--- src/rtl/diatonic_chord_accompaniment_defines.svh ---
// Assertion macros shared by the accompaniment RTL.
// Each macro expects signals named clk and rst in the using module.
`ifndef DIATONIC_CHORD_ACCOMPANIMENT_DEFINES_SVH
`define DIATONIC_CHORD_ACCOMPANIMENT_DEFINES_SVH
`ifndef SYNTHESIS
`define DCA_ASSERT_IMP(lbl, ante, cons) \
  lbl: assert property (@(posedge clk) disable iff (rst) (ante) |-> (cons)) \
    else $error("dca assertion failed");
`define DCA_ASSERT_NXT(lbl, ante, cons) \
  lbl: assert property (@(posedge clk) disable iff (rst) (ante) |=> (cons)) \
    else $error("dca assertion failed");
`else
`define DCA_ASSERT_IMP(lbl, ante, cons)
`define DCA_ASSERT_NXT(lbl, ante, cons)
`endif
`endif

--- src/rtl/dca_pkg.sv ---
`timescale 1ns / 1ps
// ----------------------------------------------------------------------------
// dca_pkg
// Types, codes and tables of the diatonic chord accompaniment block.
// ----------------------------------------------------------------------------
package dca_pkg;

  localparam logic [2:0] REG_KEY_NOTE        = 3'd0;
  localparam logic [2:0] REG_SCALE_MODE      = 3'd1;
  localparam logic [2:0] REG_PATTERN_MODE    = 3'd2;
  localparam logic [2:0] REG_BEAT_TICKS      = 3'd3;
  localparam logic [2:0] REG_MELODY_VELOCITY = 3'd4;

  localparam logic [1:0] SCALE_MAJOR = 2'd0;
  localparam logic [1:0] SCALE_MINOR = 2'd1;
  localparam logic [1:0] SCALE_BLUES = 2'd2;

  localparam logic [1:0] PAT_ARP     = 2'd0;
  localparam logic [1:0] PAT_BLOCK   = 2'd1;
  localparam logic [1:0] PAT_ALBERTI = 2'd2;
  localparam logic [1:0] PAT_NONE    = 2'd3;

  localparam logic [12:0] LEN_MAX = 13'd8191;

  typedef struct packed {
    logic [3:0]  chord_degree;
    logic [1:0]  bar_index;
    logic [31:0] phrase_start_tick;
  } dca_in_t;

  typedef struct packed {
    logic [6:0]  note_pitch;
    logic [31:0] start_tick;
    logic [12:0] length_ticks;
    logic [5:0]  note_velocity;
    logic        last_of_bar;
  } dca_out_t;

  typedef struct packed {
    logic [6:0]  key_note;
    logic [1:0]  scale_mode;
    logic [1:0]  pattern_mode;
    logic [12:0] beat_ticks;
    logic [6:0]  melody_velocity;
  } dca_cfg_t;

  // One bar, fully classified, waiting to be played out.
  typedef struct packed {
    logic [2:0][6:0] tone;
    logic [31:0]     bar_start;
    logic [12:0]     len;
    logic [5:0]      vel;
    logic [1:0]      pattern;
    logic [12:0]     beat;
  } dca_desc_t;

  typedef struct packed {
    logic [1:0] tone_sel;
    logic [1:0] beat_mult;
    logic       add_half;
  } dca_step_t;

  function automatic logic [3:0] scale_step(input logic minor, input logic [2:0] idx);
    logic [3:0] v;
    case (idx)
      3'd0:    v = 4'd0;
      3'd1:    v = 4'd2;
      3'd2:    v = minor ? 4'd3 : 4'd4;
      3'd3:    v = 4'd5;
      3'd4:    v = 4'd7;
      3'd5:    v = minor ? 4'd8 : 4'd9;
      3'd6:    v = minor ? 4'd10 : 4'd11;
      default: v = 4'd0;
    endcase
    return v;
  endfunction

  function automatic logic [3:0] note_count(input logic [1:0] pattern);
    logic [3:0] n;
    case (pattern)
      PAT_ARP:     n = 4'd4;
      PAT_BLOCK:   n = 4'd6;
      PAT_ALBERTI: n = 4'd8;
      default:     n = 4'd0;
    endcase
    return n;
  endfunction

  // Tone choice and time offset of note k within a bar's run.
  function automatic dca_step_t step_info(input logic [1:0] pattern, input logic [2:0] k);
    dca_step_t s;
    s = '0;
    case (pattern)
      PAT_ARP: begin
        s.tone_sel  = (k[1:0] == 2'd3) ? 2'd1 : k[1:0];
        s.beat_mult = k[1:0];
      end
      PAT_BLOCK: begin
        s.tone_sel  = (k >= 3'd3) ? 2'(k - 3'd3) : k[1:0];
        s.beat_mult = (k >= 3'd3) ? 2'd2 : 2'd0;
      end
      PAT_ALBERTI: begin
        case (k[1:0])
          2'd0:    s.tone_sel = 2'd0;
          2'd2:    s.tone_sel = 2'd1;
          default: s.tone_sel = 2'd2;
        endcase
        s.beat_mult = k[2:1];
        s.add_half  = k[0];
      end
      default: s = '0;
    endcase
    return s;
  endfunction

endpackage

--- src/rtl/diatonic_chord_accompaniment.sv ---
`timescale 1ns / 1ps
// ----------------------------------------------------------------------------
// diatonic_chord_accompaniment
// Turns one bar item into a run of triad notes for the accompaniment.
// ----------------------------------------------------------------------------
// Usage:
//   Configuration: cfg_valid/cfg_ready with cfg_index and cfg_data; cfg_ready
//   is always high. Write only while no bar is in flight.
//   Input: one item per bar on in_valid/in_ready (in_data).
//   Output: one note item per cycle while out_ready is high, on out_valid/out_ready (out_data);
//   last_of_bar marks the final note of a bar.
// Flow:
//   Once the bar is accepted, its first note passes through the queue and
//   then the output register, when the queue and the output register are empty.
//   A bar yields 4 (arpeggio), 6 (block) or 8 (Alberti) notes, one per
//   cycle while out_ready is high; a bar in the silent pattern is accepted
//   and yields nothing. The note counter in the back end sets that rate;
//   a two-bar queue lets the next bars be accepted while the current one
//   plays out.
// Reset: clears the queue and output register and loads the default
//   configuration (key 60, major, arpeggio, 480 ticks, velocity 100).
// Stall: a low out_ready holds the output note; the queue then fills
//   and in_ready falls.
// ----------------------------------------------------------------------------
module diatonic_chord_accompaniment import dca_pkg::*; (
  input  logic        clk,
  input  logic        rst,
  input  logic        cfg_valid,
  output logic        cfg_ready,
  input  logic [2:0]  cfg_index,
  input  logic [12:0] cfg_data,
  input  logic        in_valid,
  output logic        in_ready,
  input  dca_in_t     in_data,
  output logic        out_valid,
  input  logic        out_ready,
  output dca_out_t    out_data
);

  dca_cfg_t  cfg;
  logic      push_valid;
  logic      push_ready;
  dca_desc_t push_desc;
  logic      head_valid;
  dca_desc_t head_desc;
  logic      pop;

  assign cfg_ready = 1'b1;

  always_ff @(posedge clk) begin
    if (rst) begin
      cfg.key_note        <= 7'd60;
      cfg.scale_mode      <= SCALE_MAJOR;
      cfg.pattern_mode    <= PAT_ARP;
      cfg.beat_ticks      <= 13'd480;
      cfg.melody_velocity <= 7'd100;
    end else if (cfg_valid && cfg_ready) begin
      case (cfg_index)
        REG_KEY_NOTE:        cfg.key_note        <= cfg_data[6:0];
        REG_SCALE_MODE:      cfg.scale_mode      <= cfg_data[1:0];
        REG_PATTERN_MODE:    cfg.pattern_mode    <= cfg_data[1:0];
        REG_BEAT_TICKS:      cfg.beat_ticks      <= cfg_data;
        REG_MELODY_VELOCITY: cfg.melody_velocity <= cfg_data[6:0];
        default: ;
      endcase
    end
  end

  dca_front u_front (
    .cfg        (cfg),
    .in_valid   (in_valid),
    .in_ready   (in_ready),
    .in_data    (in_data),
    .push_valid (push_valid),
    .push_ready (push_ready),
    .push_desc  (push_desc)
  );

  dca_queue u_queue (
    .clk        (clk),
    .rst        (rst),
    .push_valid (push_valid),
    .push_ready (push_ready),
    .push_desc  (push_desc),
    .head_valid (head_valid),
    .pop        (pop),
    .head_desc  (head_desc)
  );

  dca_back u_back (
    .clk        (clk),
    .rst        (rst),
    .head_valid (head_valid),
    .head_desc  (head_desc),
    .pop        (pop),
    .out_valid  (out_valid),
    .out_ready  (out_ready),
    .out_data   (out_data)
  );

endmodule

--- src/rtl/dca_front.sv ---
`timescale 1ns / 1ps
// ----------------------------------------------------------------------------
// dca_front
// Takes bar items, builds the triad, bar start and note length of each bar.
// ----------------------------------------------------------------------------
module dca_front import dca_pkg::*; (
  input  dca_cfg_t  cfg,
  input  logic      in_valid,
  output logic      in_ready,
  input  dca_in_t   in_data,
  output logic      push_valid,
  input  logic      push_ready,
  output dca_desc_t push_desc
);

  // 2^21/5 rounded up; exact for dividends below 2^19.
  localparam logic [18:0] RECIP5 = 19'd419431;

  logic        minor;
  logic [18:0] dividend;
  logic [37:0] product;
  logic [16:0] quotient;
  logic [14:0] bar_mult;

  function automatic logic [6:0] tone_pitch(input logic [6:0] key, input logic minor_tab,
                                            input logic [3:0] degree, input logic [1:0] step);
    logic [4:0]        d;
    logic [1:0]        oct;
    logic [2:0]        rem;
    logic signed [9:0] p;
    d = 5'(degree) + 5'({step, 1'b0});
    if (d >= 5'd14) begin
      oct = 2'd2;
      rem = 3'(d - 5'd14);
    end else if (d >= 5'd7) begin
      oct = 2'd1;
      rem = 3'(d - 5'd7);
    end else begin
      oct = 2'd0;
      rem = d[2:0];
    end
    p = $signed({3'b0, key}) - 10'sd12 + $signed({3'b0, oct, 2'b0} * 10'd3)
        + $signed({6'b0, scale_step(minor_tab, rem)});
    if (p < 10'sd0)
      return 7'd0;
    else if (p > 10'sd127)
      return 7'd127;
    else
      return p[6:0];
  endfunction

  assign minor = (cfg.scale_mode == SCALE_MINOR) || (cfg.scale_mode == SCALE_BLUES);

  // Lengths are beat*17/20, beat*9/5 and beat*2/5, each a divide by five.
  always_comb begin
    case (cfg.pattern_mode)
      PAT_ARP:   dividend = 19'(({6'b0, cfg.beat_ticks} * 19'd17) >> 2);
      PAT_BLOCK: dividend = {6'b0, cfg.beat_ticks} * 19'd9;
      default:   dividend = {5'b0, cfg.beat_ticks, 1'b0};
    endcase
  end

  assign product  = {19'b0, dividend} * {19'b0, RECIP5};
  assign quotient = product[37:21];
  assign bar_mult = 15'(in_data.bar_index) * {2'b0, cfg.beat_ticks};

  always_comb begin
    push_desc.tone[0]   = tone_pitch(cfg.key_note, minor, in_data.chord_degree, 2'd0);
    push_desc.tone[1]   = tone_pitch(cfg.key_note, minor, in_data.chord_degree, 2'd1);
    push_desc.tone[2]   = tone_pitch(cfg.key_note, minor, in_data.chord_degree, 2'd2);
    push_desc.bar_start = in_data.phrase_start_tick + {15'b0, bar_mult, 2'b0};
    push_desc.len       = (quotient > {4'b0, LEN_MAX}) ? LEN_MAX : quotient[12:0];
    push_desc.vel       = cfg.melody_velocity[6:1];
    push_desc.pattern   = cfg.pattern_mode;
    push_desc.beat      = cfg.beat_ticks;
  end

  // A bar in the silent pattern is taken and dropped here.
  assign in_ready   = push_ready;
  assign push_valid = in_valid && (cfg.pattern_mode != PAT_NONE);

endmodule

--- src/rtl/dca_queue.sv ---
`timescale 1ns / 1ps
// ----------------------------------------------------------------------------
// dca_queue
// Two-entry queue of bar descriptors between the front and the back.
// ----------------------------------------------------------------------------
`include "diatonic_chord_accompaniment_defines.svh"

module dca_queue import dca_pkg::*; (
  input  logic      clk,
  input  logic      rst,
  input  logic      push_valid,
  output logic      push_ready,
  input  dca_desc_t push_desc,
  output logic      head_valid,
  input  logic      pop,
  output dca_desc_t head_desc
);

  dca_desc_t  mem [2];
  logic       wr_ptr;
  logic       rd_ptr;
  logic [1:0] count;
  logic       push_fire;
  logic       pop_fire;

  assign push_ready = (count != 2'd2);
  assign head_valid = (count != 2'd0);
  assign head_desc  = mem[rd_ptr];
  assign push_fire  = push_valid && push_ready;
  assign pop_fire   = pop && head_valid;

  always_ff @(posedge clk) begin
    if (push_fire) begin
      mem[wr_ptr] <= push_desc;
    end
  end

  always_ff @(posedge clk) begin
    if (rst) begin
      wr_ptr <= 1'b0;
      rd_ptr <= 1'b0;
      count  <= 2'd0;
    end else begin
      if (push_fire) begin
        wr_ptr <= ~wr_ptr;
      end
      if (pop_fire) begin
        rd_ptr <= ~rd_ptr;
      end
      count <= count + {1'b0, push_fire} - {1'b0, pop_fire};
    end
  end

  `DCA_ASSERT_IMP(a_q_bound, 1'b1, count <= 2'd2)
  `DCA_ASSERT_NXT(a_q_track, 1'b1,
                  count == $past(count) + {1'b0, $past(push_fire)} - {1'b0, $past(pop_fire)})

endmodule

--- src/rtl/dca_back.sv ---
`timescale 1ns / 1ps
// ----------------------------------------------------------------------------
// dca_back
// Plays out the head bar of the queue, one note per cycle while out_ready is
// high, into an output register.
// ----------------------------------------------------------------------------
`include "diatonic_chord_accompaniment_defines.svh"

module dca_back import dca_pkg::*; (
  input  logic      clk,
  input  logic      rst,
  input  logic      head_valid,
  input  dca_desc_t head_desc,
  output logic      pop,
  output logic      out_valid,
  input  logic      out_ready,
  output dca_out_t  out_data
);

  logic [2:0]  idx;
  logic [3:0]  n_notes;
  logic        is_last;
  logic        load;
  dca_step_t   step;
  logic [14:0] offset;
  dca_out_t    note;

  assign n_notes = note_count(head_desc.pattern);
  assign is_last = ({1'b0, idx} == n_notes - 4'd1);
  assign load    = head_valid && (!out_valid || out_ready);
  assign pop     = load && is_last;
  assign step    = step_info(head_desc.pattern, idx);
  assign offset  = 15'(step.beat_mult) * {2'b0, head_desc.beat}
                   + (step.add_half ? {3'b0, head_desc.beat[12:1]} : 15'd0);

  always_comb begin
    note.note_pitch    = head_desc.tone[step.tone_sel];
    note.start_tick    = head_desc.bar_start + {17'b0, offset};
    note.length_ticks  = head_desc.len;
    note.note_velocity = head_desc.vel;
    note.last_of_bar   = is_last;
  end

  always_ff @(posedge clk) begin
    if (load) begin
      out_data <= note;
    end
  end

  always_ff @(posedge clk) begin
    if (rst) begin
      idx       <= 3'd0;
      out_valid <= 1'b0;
    end else begin
      if (load) begin
        out_valid <= 1'b1;
        idx       <= is_last ? 3'd0 : idx + 3'd1;
      end else if (out_ready) begin
        out_valid <= 1'b0;
      end
    end
  end

  `DCA_ASSERT_IMP(a_b_idx_range, head_valid, {1'b0, idx} < n_notes)
  `DCA_ASSERT_NXT(a_b_advance, load && !is_last, idx == $past(idx) + 3'd1)
  `DCA_ASSERT_IMP(a_b_idle_idx, !head_valid, idx == 3'd0)

endmodule

--- config.mk ---
export PLATFORM = sky130hd
export DESIGN_NAME = diatonic_chord_accompaniment
export DESIGN_NICKNAME = d
export VERILOG_FILES = /design/src/rtl/dca_pkg.sv /design/src/rtl/diatonic_chord_accompaniment.sv /design/src/rtl/dca_front.sv /design/src/rtl/dca_queue.sv /design/src/rtl/dca_back.sv
export VERILOG_INCLUDE_DIRS = /design/src /design/src/rtl
export SDC_FILE = /design/constraint.sdc
export NUM_CORES = 1
export LEC_CHECK = 0
export BUFFER_PORTS_ARGS = -buffer_cell sky130_fd_sc_hd__buf_4
export CAP_MARGIN = 0
export CORE_MARGIN = 4
export CORE_UTILIZATION = 25
export CTS_CLUSTER_DIAMETER = 150
export CTS_CLUSTER_SIZE = 24
export DETAILED_ROUTE_END_ITERATION = 10
export GPL_TIMING_DRIVEN = 0
export SKIP_CTS_REPAIR_TIMING = 1
export SLEW_MARGIN = 0
export SYNTH_ARGS = -nofsm -noshare
export SYNTH_HDL_FRONTEND = slang
export SYNTH_SLANG_ARGS = --single-unit
--- constraint.sdc ---
create_clock -name clk -period 25.4 [get_ports clk]
set_input_delay 3.81 -clock clk [delete_from_list [all_inputs] [get_ports clk]]
set_output_delay 3.81 -clock clk [all_outputs]
set_load 0.05 [all_outputs]
==> summary.md <==
| Metric | Value |
|---|---|
| Outcome | `complete, no violations` |
| Io pins | `121` |
| Flop2flop setup slack | `15.86 ns` |
| EDFF count, synth | `233` |
| # Max-Cap Violations | `0` |
| Synth area leaders | `edfxtp_1, ha_1, fa_1, inv_1, xnor2_1` |
| FF+latch count, synth | `272` |
| CP Launch Type | `flop` |
| Worst hold stages | `0` |
| 1st-pass router iterations | `7` |
| Core ar. | `85000 µm²` |
| Worst slew pin tran | `1.02 ns` |
| Post-synth top cells | `ha_1, inv_1, edfxtp_1, nand2_1, a21oi_1` |
| Worst-path fanout max | `10` |
| Vias in the first global route | `14411` |
| Worst Path Buf+Inv | `5` |
| Fin cells | `3324` |
| PwrDens | `107 nW/µm²` |
| Hold Violations, Final | `0` |
| Final setup margin | `15.86 ns` |
| Setup-failing EPs final | `0` |
| Total grt overflow | `0` |
| Tcrit/Tclk final | `37.6%` |
| Mapped Nets | `2457` |
| Max Root-Sink Buffers | `3` |
| Setup CP Type | `reg2reg` |
| RR Endpoint | `u_queue.mem[0][21]` |
| Post-Syn Area | `21400 µm²` |
| Die W | `301 µm` |
| Area share of the largest cell type after synthesis | `32.7%` |
| Layout Skew | `0.0280 ns` |
| GRT Overall Usage | `11.0%` |
| DR vias/cell | `4.34` |
| Worst hold path class | `reg2reg` |
| CTS root buf | `clkbuf_16` |
| Pre-CTS setup slack | `15.85 ns` |
| CTS H-Tree Depth | `1` |
| Fin nets | `2598` |
| R2R Path Start | `cfg[12]` |
| Hold slack final | `0.461 ns` |
| TNS Setup | `0 ns` |
| Max Clk Rate | `105 MHz` |
| CP max stage delay | `0.64 ns` |
| IO Port Bufs | `118` |
| Row count | `107` |
| Top-count cell post-synth | `ha_1` |
| Library cells used by synthesis | `79` |
| Vias | `14440` |
| Synth warn | `0` |
| DR DRC count | `0` |
| Final wirelength | `49600 µm` |
| Highest-delay cell along the critical path | `dfxtp_1` |
| Initial antenna violation count | `11` |
| CTS clk-pin slew, worst paths | `0.10 ns` |
| Layout area overhead | `13.9%` |
| Critical path's top delay family | `adder cells` |
| Inst Count DP | `3289` |
| Post-route ant nets | `0` |
| Initial Util | `25.2%` |
| Worst vdd ir | `108 µV` |
| Die area | `90300 µm²` |
| Most instantiated flip-flop cell in the synthesis netlist | `edfxtp_1` |
| Die H | `301 µm` |
| Reg2Reg Depth | `31` |
| Hold path endpoint | `u_queue.mem[0][18]` |
| Cell taking the most area after synthesis | `edfxtp_1` |
| CP Data Arrival Time | `9.79 ns` |
| Num CTS Buffers | `16` |
| Hold path start | `cfg[4]` |
| Final Core Density | `28.7%` |
| Share of layout cells above drive strength 1 | `11.1%` |
| Final min period | `9.54 ns` |
| Final Max Tran Viols | `0` |
| Sink Count | `272` |
| WP data required | `25.65 ns` |
| Max-slew headroom | `29.9%` |
| Fraction of registers with async set/reset | `0%` |
| RePlAce Congestion | `0.868` |
| RSZ-0062 raised after global routing | `false` |
| Crit. path cell count | `31` |
| Avg Cell Area, Syn | `10.6 µm²` |
| Detailed-placement wirelength estimate | `40700 µm` |
| Initial drt markers | `626` |
| P_leak | `0.0103 µW` |
| Seq/Total Area, Yosys | `36.4%` |
| First-pass GRT wire length | `79000 µm` |
| Largest net degree at the start of global routing | `56` |
| Crit end category | `flop` |
| Most used cell, CP | `fa_1` |
| CTS tree | `yes` |
| Cells after synthesis | `2022` |
| Avg WL per Cell | `14.9 µm` |
| Worst-Skew Late Latency | `0.52 ns` |
## metrics by stage
step	instance area, µm²	total power (µW)
5_1_grt	24300	2880
2_1_floorplan	21400	1940
3_5_place_dp	23800	2350
3_3_place_gp	23700	2340
6_report	24400	2610
4_1_cts	24300	2650
## report_power, final
| part | internal (µW) | switching (µW) | leakage [µW] |
|---|---|---|---|
| sequential | 638 | 19.7 | 0.00249 |
| combinational | 677 | 995 | 0.00759 |
| clock | 128 | 152 | 0.000239 |
| total | 1440 | 1170 | 0.0103 |
## cells in the final DEF, fill, tap and decap left out, types with 6 or more instances in the layout
cell and instances:
nand2b_1 14, nand4_1 8, o211ai_1 8, and3_1 10, a21o_1 35, inv_1 246, nand3b_1 13, buf_1 6
nand3_1 28, fa_1 114, nor2_1 95, or2_2 10, a21oi_1 136, mux2i_1 31, o21ai_1 6, nand2_1 179
edfxtp_1 233, nor2b_1 26, and2_1 35, nor3_1 31, mux2_2 54, clkbuf_16 17, clkbuf_1 34, a31oi_1 8
xnor2_1 97, a211oi_1 15, xor2_1 44, o21a_1 11, nand3_2 10, o21bai_1 21, or3_1 8, dfxtp_1 39
ha_1 262, buf_4 119, o21ai_0 70, diode_2 9
## registers in the layout, summed over array words and instances, names as in the netlist, named ones only
signal	cells
u_queue.rd_ptr	1
u_queue.wr_ptr	1
u_queue.count	2
cfg	30
u_back.out_valid	1
u_back.out_data	59
u_queue.mem	174
u_back.idx	3
## worst max path at each step
stage          slack, ns     start            endpoint
3_3_place_gp       14.19  in_valid  u_queue.mem[0][22]
2_1_floorplan      16.98  in_valid   u_queue.mem[0][0]
4_1_cts            15.83   cfg[12]  u_queue.mem[0][21]
5_1_grt            15.25   cfg[12]  u_queue.mem[1][27]
6_report           15.86   cfg[12]  u_queue.mem[0][21]
3_5_place_dp       15.85   cfg[12]  u_queue.mem[1][21]
## cell families after synthesis
group	share of synthesized area, %
adders and majority gates	26.0
xor gates and xnor gates	5.92
DFF	36.4
AOI/OAI and AO/OA	10.5
muxes	4.82
other	0.0351
buffers and inverters	5.18
and+or+nand+nor	11.1
## per-layer routing
layer	share of wire (%)	track usage [%]	vias to the layer above
li1	-	-	7329
met1	45	14.2	6891
met2	48	18.9	162
met3	4.5	2.00	54
met4	2.5	2.98	4
met5	0.042	0	-
## cell type report
type | instances | area, µm²
plain buffers | 41 | 178
inverters | 248 | 933
flip-flops and latches | 272 | 7780
multi-input cells | 1461 | 12500
well taps | 1144 | 1430
clock inverters | 3 | 47.5
diodes | 9 | 22.5
clock buffers | 23 | 448
fillers | 8817 | 60700
repair buffers | 123 | 1010
Power figures use the tool's default switching activity.
